===== src/rtl/snms_pkg.sv =====
`timescale 1ns / 1ps
package snms_pkg;

  localparam int SAMPLE_BITS_DEF = 24;
  localparam int TRIG_DEPTH_DEF  = 1024;
  localparam int WET_BITS        = 17;
  localparam int MUL_W           = 34;

  localparam logic [31:0] SEED_LEFT   = 32'h9E37_79B9;
  localparam logic [31:0] SEED_RIGHT  = 32'h6C8E_9CF5;
  localparam logic [63:0] HALF_PI_Q30 = 64'd1686629713;
  localparam logic [WET_BITS-1:0] WET_FULL = 17'd65536;

  typedef enum logic [4:0] {
    OP_NONE,
    OP_LOAD_IN,
    OP_START,
    OP_PHASE,
    OP_RD0,
    OP_RD1,
    OP_IMUL,
    OP_IADD,
    OP_SHAPE,
    OP_NW,
    OP_W,
    OP_NS,
    OP_S,
    OP_OUTY,
    OP_MIX1,
    OP_MIX2,
    OP_MIXOUT,
    OP_PUBLISH
  } op_t;

  typedef struct packed {
    op_t  op;
    logic ch;
  } cmd_t;

  function automatic logic [31:0] xorshift32(input logic [31:0] s);
    logic [31:0] a;
    logic [31:0] b;
    a = s ^ (s << 13);
    b = a ^ (a >> 17);
    return b ^ (b << 5);
  endfunction

endpackage


===== src/rtl/snms_ctrl.sv =====
`timescale 1ns / 1ps
module snms_ctrl (
  input  logic              clk,
  input  logic              rst_n,
  input  logic              in_tvalid,
  output logic              in_tready,
  output logic              out_tvalid,
  input  logic              out_tready,
  output snms_pkg::cmd_t    cmd
);

  typedef enum logic [4:0] {
    S_IDLE, S_START, S_PHASE, S_RD0, S_RD1, S_IMUL, S_IADD, S_SHAPE,
    S_NW, S_W, S_NS, S_S, S_OUTY, S_MIX1, S_MIX2, S_MIXOUT, S_DONE
  } state_t;

  state_t state_r;
  logic   ch_r;
  logic   pass_r;
  logic   out_valid_r;
  logic   slot_free;

  assign slot_free  = !out_valid_r || out_tready;
  assign in_tready  = (state_r == S_IDLE);
  assign out_tvalid = out_valid_r;

  always_comb begin
    cmd.ch = ch_r;
    case (state_r)
      S_IDLE:   cmd.op = in_tvalid ? snms_pkg::OP_LOAD_IN : snms_pkg::OP_NONE;
      S_START:  cmd.op = snms_pkg::OP_START;
      S_PHASE:  cmd.op = snms_pkg::OP_PHASE;
      S_RD0:    cmd.op = snms_pkg::OP_RD0;
      S_RD1:    cmd.op = snms_pkg::OP_RD1;
      S_IMUL:   cmd.op = snms_pkg::OP_IMUL;
      S_IADD:   cmd.op = snms_pkg::OP_IADD;
      S_SHAPE:  cmd.op = snms_pkg::OP_SHAPE;
      S_NW:     cmd.op = snms_pkg::OP_NW;
      S_W:      cmd.op = snms_pkg::OP_W;
      S_NS:     cmd.op = snms_pkg::OP_NS;
      S_S:      cmd.op = snms_pkg::OP_S;
      S_OUTY:   cmd.op = snms_pkg::OP_OUTY;
      S_MIX1:   cmd.op = snms_pkg::OP_MIX1;
      S_MIX2:   cmd.op = snms_pkg::OP_MIX2;
      S_MIXOUT: cmd.op = snms_pkg::OP_MIXOUT;
      S_DONE:   cmd.op = slot_free ? snms_pkg::OP_PUBLISH : snms_pkg::OP_NONE;
      default:  cmd.op = snms_pkg::OP_NONE;
    endcase
  end

  always_ff @(posedge clk) begin
    if (!rst_n) begin
      state_r     <= S_IDLE;
      ch_r        <= 1'b0;
      pass_r      <= 1'b0;
      out_valid_r <= 1'b0;
    end else begin
      if (state_r == S_DONE && slot_free) begin
        out_valid_r <= 1'b1;
      end else if (out_tready) begin
        out_valid_r <= 1'b0;
      end
      case (state_r)
        S_IDLE: begin
          ch_r <= 1'b0;
          if (in_tvalid) begin
            state_r <= S_START;
          end
        end
        S_START: begin
          pass_r  <= 1'b0;
          state_r <= S_PHASE;
        end
        S_PHASE:  state_r <= S_RD0;
        S_RD0:    state_r <= S_RD1;
        S_RD1:    state_r <= S_IMUL;
        S_IMUL:   state_r <= S_IADD;
        S_IADD:   state_r <= pass_r ? S_OUTY : S_SHAPE;
        S_SHAPE:  state_r <= S_NW;
        S_NW:     state_r <= S_W;
        S_W:      state_r <= S_NS;
        S_NS:     state_r <= S_S;
        S_S: begin
          pass_r  <= 1'b1;
          state_r <= S_PHASE;
        end
        S_OUTY:   state_r <= S_MIX1;
        S_MIX1:   state_r <= S_MIX2;
        S_MIX2:   state_r <= S_MIXOUT;
        S_MIXOUT: begin
          if (ch_r) begin
            state_r <= S_DONE;
          end else begin
            ch_r    <= 1'b1;
            state_r <= S_START;
          end
        end
        S_DONE: begin
          if (slot_free) begin
            state_r <= S_IDLE;
          end
        end
        default: state_r <= S_IDLE;
      endcase
    end
  end

endmodule


===== config.mk =====
export PLATFORM = sky130hd
export DESIGN_NAME = snms_ctrl
export DESIGN_NICKNAME = d
export VERILOG_FILES = /design/src/rtl/snms_pkg.sv /design/src/rtl/snms_ctrl.sv
export SDC_FILE = /design/constraint.sdc
export NUM_CORES = 1
export LEC_CHECK = 0
export BUFFER_PORTS_ARGS = -buffer_cell sky130_fd_sc_hd__buf_4
export CAP_MARGIN = 0
export CORE_MARGIN = 2
export CORE_UTILIZATION = 25
export DETAILED_ROUTE_END_ITERATION = 8
export PLACE_DENSITY = 0.52
export RECOVER_POWER = 25
export SYNTH_ARGS = -nofsm -noshare
export SYNTH_HDL_FRONTEND = slang
export SYNTH_SLANG_ARGS = --single-unit

===== constraint.sdc =====
create_clock -name clk -period 3.9 [get_ports clk]
set_input_delay 1.17 -clock clk [delete_from_list [all_inputs] [get_ports clk]]
set_output_delay 1.17 -clock clk [all_outputs]
set_load 0.005 [all_outputs]

==> impl_metrics.env <==
export IMPL_status="complete, no violations"
export IMPL_grt_pass1_wl_um=1856
export IMPL_grt_start_max_net_pins=16
export IMPL_whs_path_depth=2
export IMPL_postRouteAntennaNets=0
export IMPL_core_area_um2=1982
export IMPL_powerDensity_nw_per_um2=333.9
export IMPL_boundaryPins=12
export IMPL_cts_root_buf="clkbuf_4"
export IMPL_cap_violations=0
export IMPL_synth_avg_cell_area_um2=8.367
export IMPL_ys_types=33
export IMPL_num_vias=481
export IMPL_clk_path_buf_depth=2
export IMPL_netlist_instances=64
export IMPL_routedWlPerCell_um=12.21
export IMPL_fillers=212
export IMPL_mostFrequentLayoutCells="buf_4 (10), nor2_1 (8), dfxtp_1 (8)"
export IMPL_nets=78
export IMPL_fin_crit_sh_pct=77.65
export IMPL_cts_sinks=8
export IMPL_yosys_warnings=0
export IMPL_die_w_um=50.28
export IMPL_cts_hold_buffers=0
export IMPL_grt_use_total_pct=9.988
export IMPL_antennaDiodeCount=0
export IMPL_crit_path_start_kind="input pin"
export IMPL_placed_area_um2=603.1
export IMPL_worstMarginPinSlew_ps=481.5
export IMPL_arrival_ps=1860
export IMPL_reg2reg_slack_ps=2470
export IMPL_die_area_um2=2528
export IMPL_wl_um=1209
export IMPL_initial_core_util_pct=27.02
export IMPL_worstPathRequired_ps=2730
export IMPL_firstDrtPassIters=4
export IMPL_port_buffers=11
export IMPL_setup_worst_path_end_class="output pin"
export IMPL_layout_drive_gt1_share_pct=29.17
export IMPL_p_leak_nw=0.2445
export IMPL_hold_end="ch_r"
export IMPL_fin_area_um2=621.8
export IMPL_htree_levels=1
export IMPL_antenna_found_initial=0
export IMPL_drt_iter0_drc=21
export IMPL_grt_overflow_total=0
export IMPL_synth_area_um2=535.5
export IMPL_numCtsBuffers=3
export IMPL_post_cts_resized=0
export IMPL_multi_input_area_um2=312.8
export IMPL_crit_fanout=2
export IMPL_finalClockSkew_ps=6.430
export IMPL_worstHoldStart="ch_r"
export IMPL_setup_viol_count_final=0
export IMPL_hold_viol=0
export IMPL_peakVddDrop_mv=0.1132
export IMPL_hpwl_um=826.9
export IMPL_area_delta_synth_final_pct=16.12
export IMPL_rsz0062_at_grt="false"
export IMPL_r2r_start="state_r[0]"
export IMPL_max_slew_margin_rel_pct=67.86
export IMPL_fin_setup_tns_ps=0
export IMPL_crit_type="in2out"
export IMPL_fp_dieH_um=50.28
export IMPL_drc_errors=0
export IMPL_max_freq_ghz=0.3302
export IMPL_critPathLaunch="out_tready"
export IMPL_ys_seq_area_share_pct=29.91
export IMPL_cts_clk_slew_worst_paths_ps=60
export IMPL_grt_pass1_vias=417
export IMPL_synthesis_nets=68
export IMPL_min_period_ps=3028
export IMPL_ff_latch_area_um2=160.2
export IMPL_place_gp_congestion=0.7350
export IMPL_final_max_slew_viol_count=0
export IMPL_clock_latency_ps=260
export IMPL_r2r_end="ch_r"
export IMPL_postCtsSetupRepairBufs=0
export IMPL_hp_class="reg2reg"
export IMPL_final_common_cell="buf_4"
export IMPL_synth_seq_cells=8
export IMPL_avgViaCountPerCell=4.859
export IMPL_rows=16
export IMPL_cts_tree="yes"
export IMPL_r2r_cells=3
-- flip-flops by register name, summed over array words and instances (netlist names) --
signal,cells
state_r,5
ch_r,1
out_tvalid,1
pass_r,1
-- cells by family after synthesis --
group	after synthesis	synth area share (%)
compound gates	16	23.13
xor+xnor	3	4.907
buf+inv	9	11.68
flops	8	29.91
mux	1	1.869
simple gates	27	28.50
-- worst max path at each step --
stage / to
after floorplan: cmd[1]
after global placement: cmd[1]
after detailed placement: cmd[1]
after CTS: cmd[1]
after global routing: cmd[1]
final: cmd[1]
-- worst max-delay path, cell delays in order --
cell      delay (ps)
buf_4             80
nand2b_1         100
nand2_1           60
a221oi_1         290
buf_4            160
-- layer usage --
metal	track usage [%]	part of all wire [%]	up-vias
li1	-	-	245
met1	13.04	51	223
met2	13.38	43	9
met3	3.571	3.1	4
met4	6.944	2.8	0
met5	0	0	-
-- metrics by stage --
stage | setup slack (ps) | std cells | util (%) | hold slack (ps) | total power [mW]
finish | 871.6 | 99 | 31.38 | 489.0 | 0.2077
global route | 750.3 | 99 | 31.38 | 511.5 | 0.2191
CTS | 862.9 | 99 | 31.57 | 490.1 | 0.2107
detailed placement | 865.0 | 96 | 30.43 | 479.5 | 0.1439
global placement | 885.4 | 96 | 30.43 | 475.4 | 0.1435
floorplan | 1099 | 64 | - | 453.5 | 0.1276
-- cells in the mapped netlist (all sizes together) --
cell | count | share of area (%)
a211oi | 1 | 1.4
nand2 | 5 | 3.5
a221oi | 1 | 1.6
o21ai | 3 | 2.8
and3 | 1 | 1.2
clkbuf | 1 | 0.70
inv | 3 | 2.6
dfxtp | 8 | 30
o41ai | 1 | 1.6
o32ai | 1 | 1.6
a21boi | 2 | 2.8
nor2b | 2 | 2.3
buf | 5 | 8.4
nor2 | 8 | 5.6
o211ai | 1 | 1.4
o221a | 2 | 4.2
nor3 | 1 | 1.9
and4bb | 1 | 2.3
o211a | 1 | 1.9
nand3 | 3 | 2.8
nand2b | 4 | 4.7
or4 | 2 | 4.2
xnor2 | 2 | 3.3
a21oi | 2 | 2.6
xor2 | 1 | 1.6
mux2i | 1 | 1.9
o22ai | 1 | 1.2
-- final cells by class --
| type | instances | area share, % |
|---|---|---|
| well taps | 27 | 5.433 |
| clock buffers | 3 | 3.622 |
| inverters | 3 | 2.213 |
| repair buffers | 11 | 12.68 |
| flip-flops and latches | 8 | 25.75 |
| multi-input cells | 47 | 50.30 |
-- power by group --
part | internal, mW | switching (mW) | leakage (nW)
logic | 0.0257 | 0.0189 | 0.166
clock network | 0.0354 | 0.0311 | 0.0138
registers | 0.0852 | 0.0113 | 0.0650
Power figures use the tool's default switching activity.
